### src/design/rtpl_pkg.sv
// shared types and constants for the rtp l16 depacketizer
package rtpl_pkg;

  localparam int unsigned MAX_PACKET_BYTES = 65536;
  localparam int unsigned POS_W = $clog2(MAX_PACKET_BYTES + 1);
  localparam int unsigned CALC_W = 20;

  localparam logic [6:0]  PT_STEREO = 7'd10;
  localparam logic [6:0]  PT_MONO   = 7'd11;
  localparam logic [17:0] RATE_44K  = 18'd44100;
  localparam logic [17:0] RATE_MIN  = 18'd1000;
  localparam logic [29:0] NS_PER_S  = 30'd1000000000;

  localparam int unsigned PROD_W = 62;

  localparam logic [1:0] CFG_DYN_TYPE     = 2'd0;
  localparam logic [1:0] CFG_DYN_RATE     = 2'd1;
  localparam logic [1:0] CFG_DYN_CHANNELS = 2'd2;

  localparam int unsigned QUEUE_DEPTH = 4;
  localparam int unsigned QPTR_W = $clog2(QUEUE_DEPTH);

  // one classified byte with everything the back end needs
  typedef struct packed {
    logic        payload_valid;
    logic [7:0]  payload_byte;
    logic        end_of_packet;
    logic [1:0]  rtp_version;
    logic        marker_bit;
    logic [6:0]  packet_type;
    logic [15:0] sequence_res;
    logic [31:0] source_id;
    logic [7:0]  trim_count;
    logic [31:0] ts_delta;
    logic [17:0] rate;
    logic [1:0]  channel_count;
    logic        unknown_type;
  } item_t;

endpackage

### src/design/rtpl_front.sv
// front end: config registers, header parse and payload classification
module rtpl_front (
  input  logic                clk_i,
  input  logic                rst_ni,
  input  logic                cfg_valid_i,
  input  logic [1:0]          cfg_index_i,
  input  logic [17:0]         cfg_data_i,
  input  logic                in_take_i,
  input  logic [7:0]          data_byte_i,
  input  logic                first_byte_i,
  input  logic                last_byte_i,
  output rtpl_pkg::item_t     item_o
);

  logic [6:0]  dyn_type_q;
  logic [17:0] dyn_rate_q;
  logic [1:0]  dyn_ch_q;

  logic [rtpl_pkg::POS_W-1:0] pos_q, pos_d, p;
  logic [3:0]  flags_q, flags_d;
  logic [3:0]  sc_q, sc_d;
  logic [15:0] ew_q, ew_d;
  logic [15:0] seq_q, seq_d;
  logic [31:0] ts_q, ts_d;
  logic [31:0] ssrc_q, ssrc_d;
  logic [7:0]  tm_q, tm_d;
  logic [6:0]  cur_q, cur_d;
  logic [17:0] rate_q, rate_d;
  logic [1:0]  ch_q, ch_d;
  logic        started_q, started_d;
  logic [31:0] first_ts_q, first_ts_d;

  logic [rtpl_pkg::CALC_W-1:0] pe, hdr_end, start;
  logic        ext, payload;
  logic [6:0]  pt;

  // configuration writes
  always_ff @(posedge clk_i or negedge rst_ni) begin
    if (!rst_ni) begin
      dyn_type_q <= 7'd96;
      dyn_rate_q <= rtpl_pkg::RATE_44K;
      dyn_ch_q   <= 2'd2;
    end else if (cfg_valid_i) begin
      case (cfg_index_i)
        rtpl_pkg::CFG_DYN_TYPE:     dyn_type_q <= cfg_data_i[6:0];
        rtpl_pkg::CFG_DYN_RATE:     dyn_rate_q <= cfg_data_i;
        rtpl_pkg::CFG_DYN_CHANNELS: dyn_ch_q   <= cfg_data_i[1:0];
        default: ;
      endcase
    end
  end

  // header parse and classification
  always_comb begin
    p = first_byte_i ? '0 : pos_q;
    pe = rtpl_pkg::CALC_W'(p);
    flags_d = flags_q; sc_d = sc_q; ew_d = ew_q; seq_d = seq_q;
    ts_d = ts_q; ssrc_d = ssrc_q; tm_d = tm_q;
    cur_d = cur_q; rate_d = rate_q; ch_d = ch_q;
    started_d = started_q; first_ts_d = first_ts_q;

    if (pe == 20'd0) begin
      flags_d = data_byte_i[7:4];
      sc_d    = data_byte_i[3:0];
      ew_d = '0; seq_d = '0; ts_d = '0; ssrc_d = '0; tm_d = '0;
    end else if (pe == 20'd1) begin
      tm_d = data_byte_i;
    end else if (pe < 20'd4) begin
      seq_d = {seq_q[7:0], data_byte_i};
    end else if (pe < 20'd8) begin
      ts_d = {ts_q[23:0], data_byte_i};
    end else if (pe < 20'd12) begin
      ssrc_d = {ssrc_q[23:0], data_byte_i};
    end

    ext = flags_d[0];
    hdr_end = 20'd12 + rtpl_pkg::CALC_W'({sc_d, 2'b00});
    if (ext && pe == hdr_end + 20'd2) begin
      ew_d = {data_byte_i, 8'h00};
    end else if (ext && pe == hdr_end + 20'd3) begin
      ew_d = {ew_q[15:8], data_byte_i};
    end
    start = hdr_end + (ext ? (20'd4 + rtpl_pkg::CALC_W'({ew_d, 2'b00})) : 20'd0);
    payload = (pe >= start) &&
              (pe < rtpl_pkg::CALC_W'(rtpl_pkg::MAX_PACKET_BYTES));

    pt = tm_d[6:0];
    // rate and channels follow a change to a known payload type
    if (last_byte_i && pt != cur_q) begin
      cur_d = pt;
      if (pt == rtpl_pkg::PT_MONO) begin
        ch_d = 2'd1; rate_d = rtpl_pkg::RATE_44K;
      end else if (pt == rtpl_pkg::PT_STEREO) begin
        ch_d = 2'd2; rate_d = rtpl_pkg::RATE_44K;
      end else if (pt == dyn_type_q) begin
        rate_d = (dyn_rate_q < rtpl_pkg::RATE_MIN) ? rtpl_pkg::RATE_MIN : dyn_rate_q;
        ch_d = (dyn_ch_q == 2'd0) ? 2'd1 : ((dyn_ch_q == 2'd3) ? 2'd2 : dyn_ch_q);
      end
    end
    if (last_byte_i && !started_q) begin
      started_d  = 1'b1;
      first_ts_d = ts_d;
    end

    if (last_byte_i) begin
      pos_d = '0;
    end else if (p == rtpl_pkg::POS_W'(rtpl_pkg::MAX_PACKET_BYTES)) begin
      pos_d = p;
    end else begin
      pos_d = p + 1'b1;
    end

    item_o = '0;
    item_o.payload_valid = payload;
    item_o.payload_byte  = payload ? data_byte_i : 8'h00;
    item_o.channel_count = ch_d;
    if (last_byte_i) begin
      item_o.end_of_packet = 1'b1;
      item_o.rtp_version   = flags_d[3:2];
      item_o.marker_bit    = tm_d[7];
      item_o.packet_type   = pt;
      item_o.sequence_res  = seq_d;
      item_o.source_id     = ssrc_d;
      item_o.trim_count    = flags_d[1] ? data_byte_i : 8'h00;
      item_o.ts_delta      = ts_d - first_ts_d;
      item_o.rate          = rate_d;
      item_o.unknown_type  = (pt != rtpl_pkg::PT_STEREO) && (pt != rtpl_pkg::PT_MONO) &&
                             (pt != dyn_type_q);
    end
  end

  // parser state
  always_ff @(posedge clk_i or negedge rst_ni) begin
    if (!rst_ni) begin
      pos_q <= '0; flags_q <= '0; sc_q <= '0; ew_q <= '0; seq_q <= '0;
      ts_q <= '0; ssrc_q <= '0; tm_q <= '0;
      cur_q <= rtpl_pkg::PT_STEREO; rate_q <= rtpl_pkg::RATE_44K; ch_q <= 2'd2;
      started_q <= 1'b0; first_ts_q <= '0;
    end else if (in_take_i) begin
      pos_q <= pos_d; flags_q <= flags_d; sc_q <= sc_d; ew_q <= ew_d; seq_q <= seq_d;
      ts_q <= ts_d; ssrc_q <= ssrc_d; tm_q <= tm_d;
      cur_q <= cur_d; rate_q <= rate_d; ch_q <= ch_d;
      started_q <= started_d; first_ts_q <= first_ts_d;
    end
  end

endmodule

### src/design/rtpl_queue.sv
// short register queue between front and back end
module rtpl_queue (
  input  logic            clk_i,
  input  logic            rst_ni,
  input  logic            push_i,
  input  rtpl_pkg::item_t push_item_i,
  output logic            full_o,
  input  logic            pop_i,
  output logic            avail_o,
  output rtpl_pkg::item_t head_o
);

  rtpl_pkg::item_t mem_q [rtpl_pkg::QUEUE_DEPTH];
  logic [rtpl_pkg::QPTR_W-1:0] wr_q, rd_q;
  logic [rtpl_pkg::QPTR_W:0]   cnt_q;

  assign full_o  = (cnt_q == (rtpl_pkg::QPTR_W+1)'(rtpl_pkg::QUEUE_DEPTH));
  assign avail_o = (cnt_q != '0);
  assign head_o  = mem_q[rd_q];

  // storage
  always_ff @(posedge clk_i) begin
    if (push_i) begin
      mem_q[wr_q] <= push_item_i;
    end
  end

  // pointers and fill level
  always_ff @(posedge clk_i or negedge rst_ni) begin
    if (!rst_ni) begin
      wr_q <= '0; rd_q <= '0; cnt_q <= '0;
    end else begin
      if (push_i) wr_q <= wr_q + 1'b1;
      if (pop_i)  rd_q <= rd_q + 1'b1;
      cnt_q <= cnt_q + (rtpl_pkg::QPTR_W+1)'(push_i) - (rtpl_pkg::QPTR_W+1)'(pop_i);
    end
  end

endmodule

### src/design/rtpl_back.sv
// back end: presentation time divider and output register
module rtpl_back (
  input  logic            clk_i,
  input  logic            rst_ni,
  input  logic            avail_i,
  input  rtpl_pkg::item_t head_i,
  output logic            pop_o,
  output logic            out_valid_o,
  input  logic            out_stall_i,
  output rtpl_pkg::item_t out_item_o,
  output logic [51:0]     time_ns_o
);

  localparam logic [1:0] PH_IDLE = 2'd0;
  localparam logic [1:0] PH_MUL  = 2'd1;
  localparam logic [1:0] PH_DIV  = 2'd2;

  logic [1:0]  ph_q, ph_d;
  logic        ov_q, ov_d;
  logic        can_load;
  logic [5:0]  cnt_q;
  logic [31:0] delta_q;
  logic [17:0] rate_q;
  logic [rtpl_pkg::PROD_W-1:0] dq_q;
  logic [17:0] rem_q;
  logic [18:0] trial;
  logic        qbit;
  rtpl_pkg::item_t item_q;
  logic [51:0] tns_q;

  assign can_load = !ov_q || !out_stall_i;
  assign pop_o    = (ph_q == PH_IDLE) && avail_i && can_load;
  assign out_valid_o = ov_q;
  assign out_item_o  = item_q;
  assign time_ns_o   = tns_q;

  // one restoring division step
  assign trial = {rem_q, dq_q[rtpl_pkg::PROD_W-1]};
  assign qbit  = (trial >= {1'b0, rate_q});

  // control
  always_comb begin
    ph_d = ph_q;
    ov_d = ov_q;
    if (ov_q && !out_stall_i) ov_d = 1'b0;
    case (ph_q)
      PH_IDLE: begin
        if (pop_o) begin
          ov_d = !head_i.end_of_packet;
          if (head_i.end_of_packet) ph_d = PH_MUL;
        end
      end
      PH_MUL: ph_d = PH_DIV;
      PH_DIV: begin
        if (cnt_q == 6'(rtpl_pkg::PROD_W - 1)) begin
          ph_d = PH_IDLE;
          ov_d = 1'b1;
        end
      end
      default: ph_d = PH_IDLE;
    endcase
  end

  always_ff @(posedge clk_i or negedge rst_ni) begin
    if (!rst_ni) begin
      ph_q <= PH_IDLE;
      ov_q <= 1'b0;
      cnt_q <= '0;
    end else begin
      ph_q <= ph_d;
      ov_q <= ov_d;
      if (ph_q == PH_DIV) cnt_q <= cnt_q + 1'b1;
      else                cnt_q <= '0;
    end
  end

  // datapath
  always_ff @(posedge clk_i) begin
    if (pop_o) begin
      item_q  <= head_i;
      delta_q <= head_i.ts_delta;
      rate_q  <= head_i.rate;
      tns_q   <= '0;
    end
    if (ph_q == PH_MUL) begin
      dq_q  <= rtpl_pkg::PROD_W'(delta_q) * rtpl_pkg::PROD_W'(rtpl_pkg::NS_PER_S);
      rem_q <= '0;
    end else if (ph_q == PH_DIV) begin
      dq_q  <= {dq_q[rtpl_pkg::PROD_W-2:0], qbit};
      rem_q <= qbit ? 18'(trial - {1'b0, rate_q}) : trial[17:0];
      if (cnt_q == 6'(rtpl_pkg::PROD_W - 1)) begin
        tns_q <= {dq_q[50:0], qbit};
      end
    end
  end

endmodule

### src/design/rtp_l16_depacketizer.sv
// top level of the rtp l16 depacketizer
// a byte is registered in the queue and then in the output register
// throughput: one byte per cycle without stalls, but the last byte of a packet
// holds the back end for the 62-step restoring divider forming the time stamp
// a 4-entry queue lets the parser take header bytes while the divider runs
// reset: asynchronous active low, parser state and config return to defaults
module rtp_l16_depacketizer (
  input  logic        clk_i,
  input  logic        rst_ni,
  input  logic        cfg_valid_i,
  output logic        cfg_ready_o,
  input  logic [1:0]  cfg_index_i,
  input  logic [17:0] cfg_data_i,
  input  logic        in_valid_i,
  output logic        in_stall_o,
  input  logic [7:0]  data_byte_i,
  input  logic        first_byte_i,
  input  logic        last_byte_i,
  output logic        out_valid_o,
  input  logic        out_stall_i,
  output logic        payload_valid_o,
  output logic [7:0]  payload_byte_o,
  output logic        end_of_packet_o,
  output logic [1:0]  rtp_version_o,
  output logic        marker_bit_o,
  output logic [6:0]  packet_type_o,
  output logic [15:0] sequence_res_o,
  output logic [31:0] source_id_o,
  output logic [7:0]  trim_count_o,
  output logic [51:0] time_ns_o,
  output logic [1:0]  channel_count_o,
  output logic        unknown_type_o
);

  rtpl_pkg::item_t f_item, q_head, o_item;
  logic full, avail, pop, take;

  assign cfg_ready_o = 1'b1;
  assign in_stall_o  = full;
  assign take        = in_valid_i && !full;

  rtpl_front u_front (
    .clk_i, .rst_ni,
    .cfg_valid_i, .cfg_index_i, .cfg_data_i,
    .in_take_i(take), .data_byte_i, .first_byte_i, .last_byte_i,
    .item_o(f_item)
  );

  rtpl_queue u_queue (
    .clk_i, .rst_ni,
    .push_i(take), .push_item_i(f_item), .full_o(full),
    .pop_i(pop), .avail_o(avail), .head_o(q_head)
  );

  rtpl_back u_back (
    .clk_i, .rst_ni,
    .avail_i(avail), .head_i(q_head), .pop_o(pop),
    .out_valid_o, .out_stall_i, .out_item_o(o_item), .time_ns_o
  );

  // result fields
  assign payload_valid_o = o_item.payload_valid;
  assign payload_byte_o  = o_item.payload_byte;
  assign end_of_packet_o = o_item.end_of_packet;
  assign rtp_version_o   = o_item.rtp_version;
  assign marker_bit_o    = o_item.marker_bit;
  assign packet_type_o   = o_item.packet_type;
  assign sequence_res_o  = o_item.sequence_res;
  assign source_id_o     = o_item.source_id;
  assign trim_count_o    = o_item.trim_count;
  assign channel_count_o = o_item.channel_count;
  assign unknown_type_o  = o_item.unknown_type;

endmodule

### config.mk
export PLATFORM = sky130hd
export DESIGN_NAME = rtp_l16_depacketizer
export DESIGN_NICKNAME = d
export VERILOG_FILES = /design/src/design/rtpl_pkg.sv /design/src/design/rtpl_front.sv /design/src/design/rtpl_queue.sv /design/src/design/rtpl_back.sv /design/src/design/rtp_l16_depacketizer.sv
export SDC_FILE = /design/constraint.sdc
export NUM_CORES = 2
export LEC_CHECK = 0
export ABC_CLOCK_PERIOD_IN_PS = 18800
export BUFFER_PORTS_ARGS = -buffer_cell sky130_fd_sc_hd__buf_2
export CELL_PAD_IN_SITES_DETAIL_PLACEMENT = 1
export CELL_PAD_IN_SITES_GLOBAL_PLACEMENT = 1
export CORE_MARGIN = 2
export CORE_UTILIZATION = 35
export DETAILED_ROUTE_END_ITERATION = 8
export HOLD_SLACK_MARGIN = 0.03
export PLACE_DENSITY_LB_ADDON = 0.1
export SKIP_CTS_REPAIR_TIMING = 1
export SLEW_MARGIN = 25
export SYNTH_ARGS = -nofsm -noshare
export SYNTH_HDL_FRONTEND = slang
export SYNTH_HIERARCHICAL = 1
export SYNTH_SLANG_ARGS = --single-unit
### constraint.sdc
create_clock -name clk_i -period 18.8 [get_ports clk_i]
set_clock_uncertainty 0.05 [all_clocks]
set_input_delay 0.94 -clock clk_i [delete_from_list [all_inputs] [get_ports clk_i]]
set_output_delay 0.94 -clock clk_i [all_outputs]
set_load 0.02 [all_outputs]
==> flow_summary.yaml <==
die:
  core-area_um2: 163000
  die_y_um: 409
  rows: 148
  ios: 169
  dieArea_um2: 168000
  fp.dieW_um: 409
  start_util_pct: 35.3
drt:
  vias: 35428
  top_layer: "met5"
  first_iter_violations: 1618
  remaining_drc_errors: 0
  ant_nets: 0
  totalWireLength_um: 152000
  dr.pass1.iters: 5
  m1WireLength_um: 68400
  drt-vias-per-instance: 5.04
  wl_met3_um: 4090
  wl_per_cell_um: 21.6
  wl_met2_um: 76000
logic_synthesis:
  syn-cell-area_um2: 57500
  yosys_warnings: 6
  ys_seq_elements: 1008
  ys_seq_area_share_pct: 49.3
  syn-num-nets: 5311
  yosysUniqueCellTypes: 101
  synth-edff-count: 698
  syn_avg_cell_area_um2: 12.5
  synth.most_common_cell: "edfxtp_1"
  synthFlopType: "edfxtp_1"
  synth_top_area_share_pct: 36.4
  synthTopCellsByCount: "edfxtp_1 (698), inv_1 (537), nand2_1 (454)"
  synth_area_leaders: "edfxtp_1 (36%), fa_1 (11%), dfrtp_1 (9.3%)"
  syn_inst: 4610
  yosys.area.top_type: "edfxtp_1"
  async_flop_share_pct: 22.9
status:
  outcome: "complete, no violations"
cells_and_area:
  n_antenna_cell: 0
  fin_area_um2: 64700
  drive_gt1_share_pct: 14.5
  area_growth_pct: 12.5
  instances_no_fill: 7023
  fin_nets: 5447
setup_path:
  path_class: "reg -> reg"
  rrSetupSlack_ns: 9.88
  slowest_delay_ns: 0.74
  crit_fanout: 35
  critPathLaunch: "u_front/pos_q[8]"
  required_ns: 19.24
  crit_path_end_kind: "flop"
  r2r-start: "u_front/pos_q[8]"
  rr_worst_depth: 29
  slowest_stage: "and2_2"
  r2r-end: "u_queue/mem_q[0][126]"
  arrival_ns: 9.36
  cp-start-kind: "flop"
clocking:
  cts-buffers-inserted: 114
  clkTransAtPathRegs_ns: 0.06
  clock_path_buffers: 3
  cts_htree_levels: 3
  insertion_delay_ns: 0.77
  clock-sinks: 1008
  root_buffer: "clkbuf_16"
  cts_tree: "built"
worst_hold_path:
  worstHoldPathType: "in -> async"
place:
  port_buffers: 167
  gp_congestion: 0.813
  hpwl_um: 108000
  pre_cts_ws_ns: 9.21
  place_inst: 6805
  post_dp_cell_area_um2: 60600
job:
  drv_cap: 0
global_routing:
  grt_pass1_vias: 39014
  grt.overflow.total: 0
  grt_usage_pct: 18.3
  grt_antenna_before_repair: 2
  grt_max_degree: 137
  grt_pass1_wl_um: 239000
sta:
  period_minus_slack_ns: 8.92
  fin_crit_sh_pct: 47.4
  fmax_mhz: 112
  worst_slack_ns: 9.88
  slew-limit-headroom_pct: 27.8
  setup_viol: 0
  finalSetupTns_ns: 0
  rsz0062_at_grt: "no"
  tightest_slew_ns: 1.08
  slew_violations: 0
  hold_viol_final: 0
[layout make-up]
type | instances | area, µm²
fillers | 17286 | 98300
flip-flops and latches | 1008 | 28400
multi-input cells | 2866 | 26300
clock buffers | 149 | 3170
well taps | 2175 | 2720
inverters | 537 | 2020
repair buffers | 219 | 1260
clock inverters | 69 | 880
[cells by family (layout without fill, tap and decap cells)]
kind of cell | Yosys count | after routing | share of synthesized area [%]
compound gates | 763 | 763 | 8.70
xor+xnor | 126 | 126 | 1.92
fa+ha+maj | 666 | 666 | 18.6
buf+inv | 736 | 974 | 5.17
flops | 1008 | 1008 | 49.3
mux | 306 | 306 | 8.32
other cells | 1 | 1 | 0.00652
simple gates | 1004 | 1004 | 8.00
[cell usage in the layout (no fill, tap or decap), drive strengths merged, types with 95 or more instances in the layout]
cell    Yosys  layout
a21oi     196     196
buf        57     219
clkbuf    140     149
dfrtp     213     213
edfxtp    698     698
fa        316     316
ha        350     350
inv       537     541
mux2i      95      95
mux4      129     129
nand2     454     454
nor2      200     200
o21ai     211     211
[how the worst max path moves through the flow]
stage / depth (start not counted) / to / slack [ns]
2_1_floorplan: 34 / u_queue/mem_q[0][128] / 11.22
3_3_place_gp: 29 / u_queue/mem_q[1][126] / 9.49
3_5_place_dp: 27 / u_queue/mem_q[3][126] / 9.21
4_1_cts: 29 / u_queue/mem_q[0][126] / 9.60
5_1_grt: 29 / u_queue/mem_q[0][120] / 9.10
6_report: 29 / u_queue/mem_q[0][126] / 9.88
[critical path, delay by kind of cell, from the launching register on]
family                     cells  cell delay [ns]
DFF                            1             0.44
and+or+nand+nor               14             5.07
AOI/OAI and AO/OA              8             1.49
adders and majority gates      3             1.04
buffers and inverters          2             0.13
muxes                          2             0.45
[layer usage]
layer | GRT usage, % | up-vias
met4 | 4.32 | 2
met2 | 32.0 | 412
met5 | 0 | -
met1 | 24.1 | 18218
met3 | 2.38 | 176
li1 | - | 16620
[state kept, by name (all words and copies together), names as in the netlist, 17 cells and up]
register and flops:
u_back/out_item_o 129, u_back/rem_q 18, u_queue/mem_q 516, u_front/first_ts_q 32
u_front/dyn_rate_q 18, u_front/ssrc_q 32, u_front/ts_q 32, u_front/pos_q 17
u_front/rate_q 18, u_back/time_ns_o 52, u_back/dq_q 62
[stage by stage]
step | hold slack [ns] | utilization [%]
finish | 0.0981 | 39.7
global route | 0.139 | 39.7
CTS | 0.125 | 39.7
detailed placement | 0.401 | 37.2
global placement | 0.394 | 37.2
floorplan | 0.393 | -
Power is not shown: default switching activity piles up to over one toggle a cycle in this logic, so the estimate is an artifact.
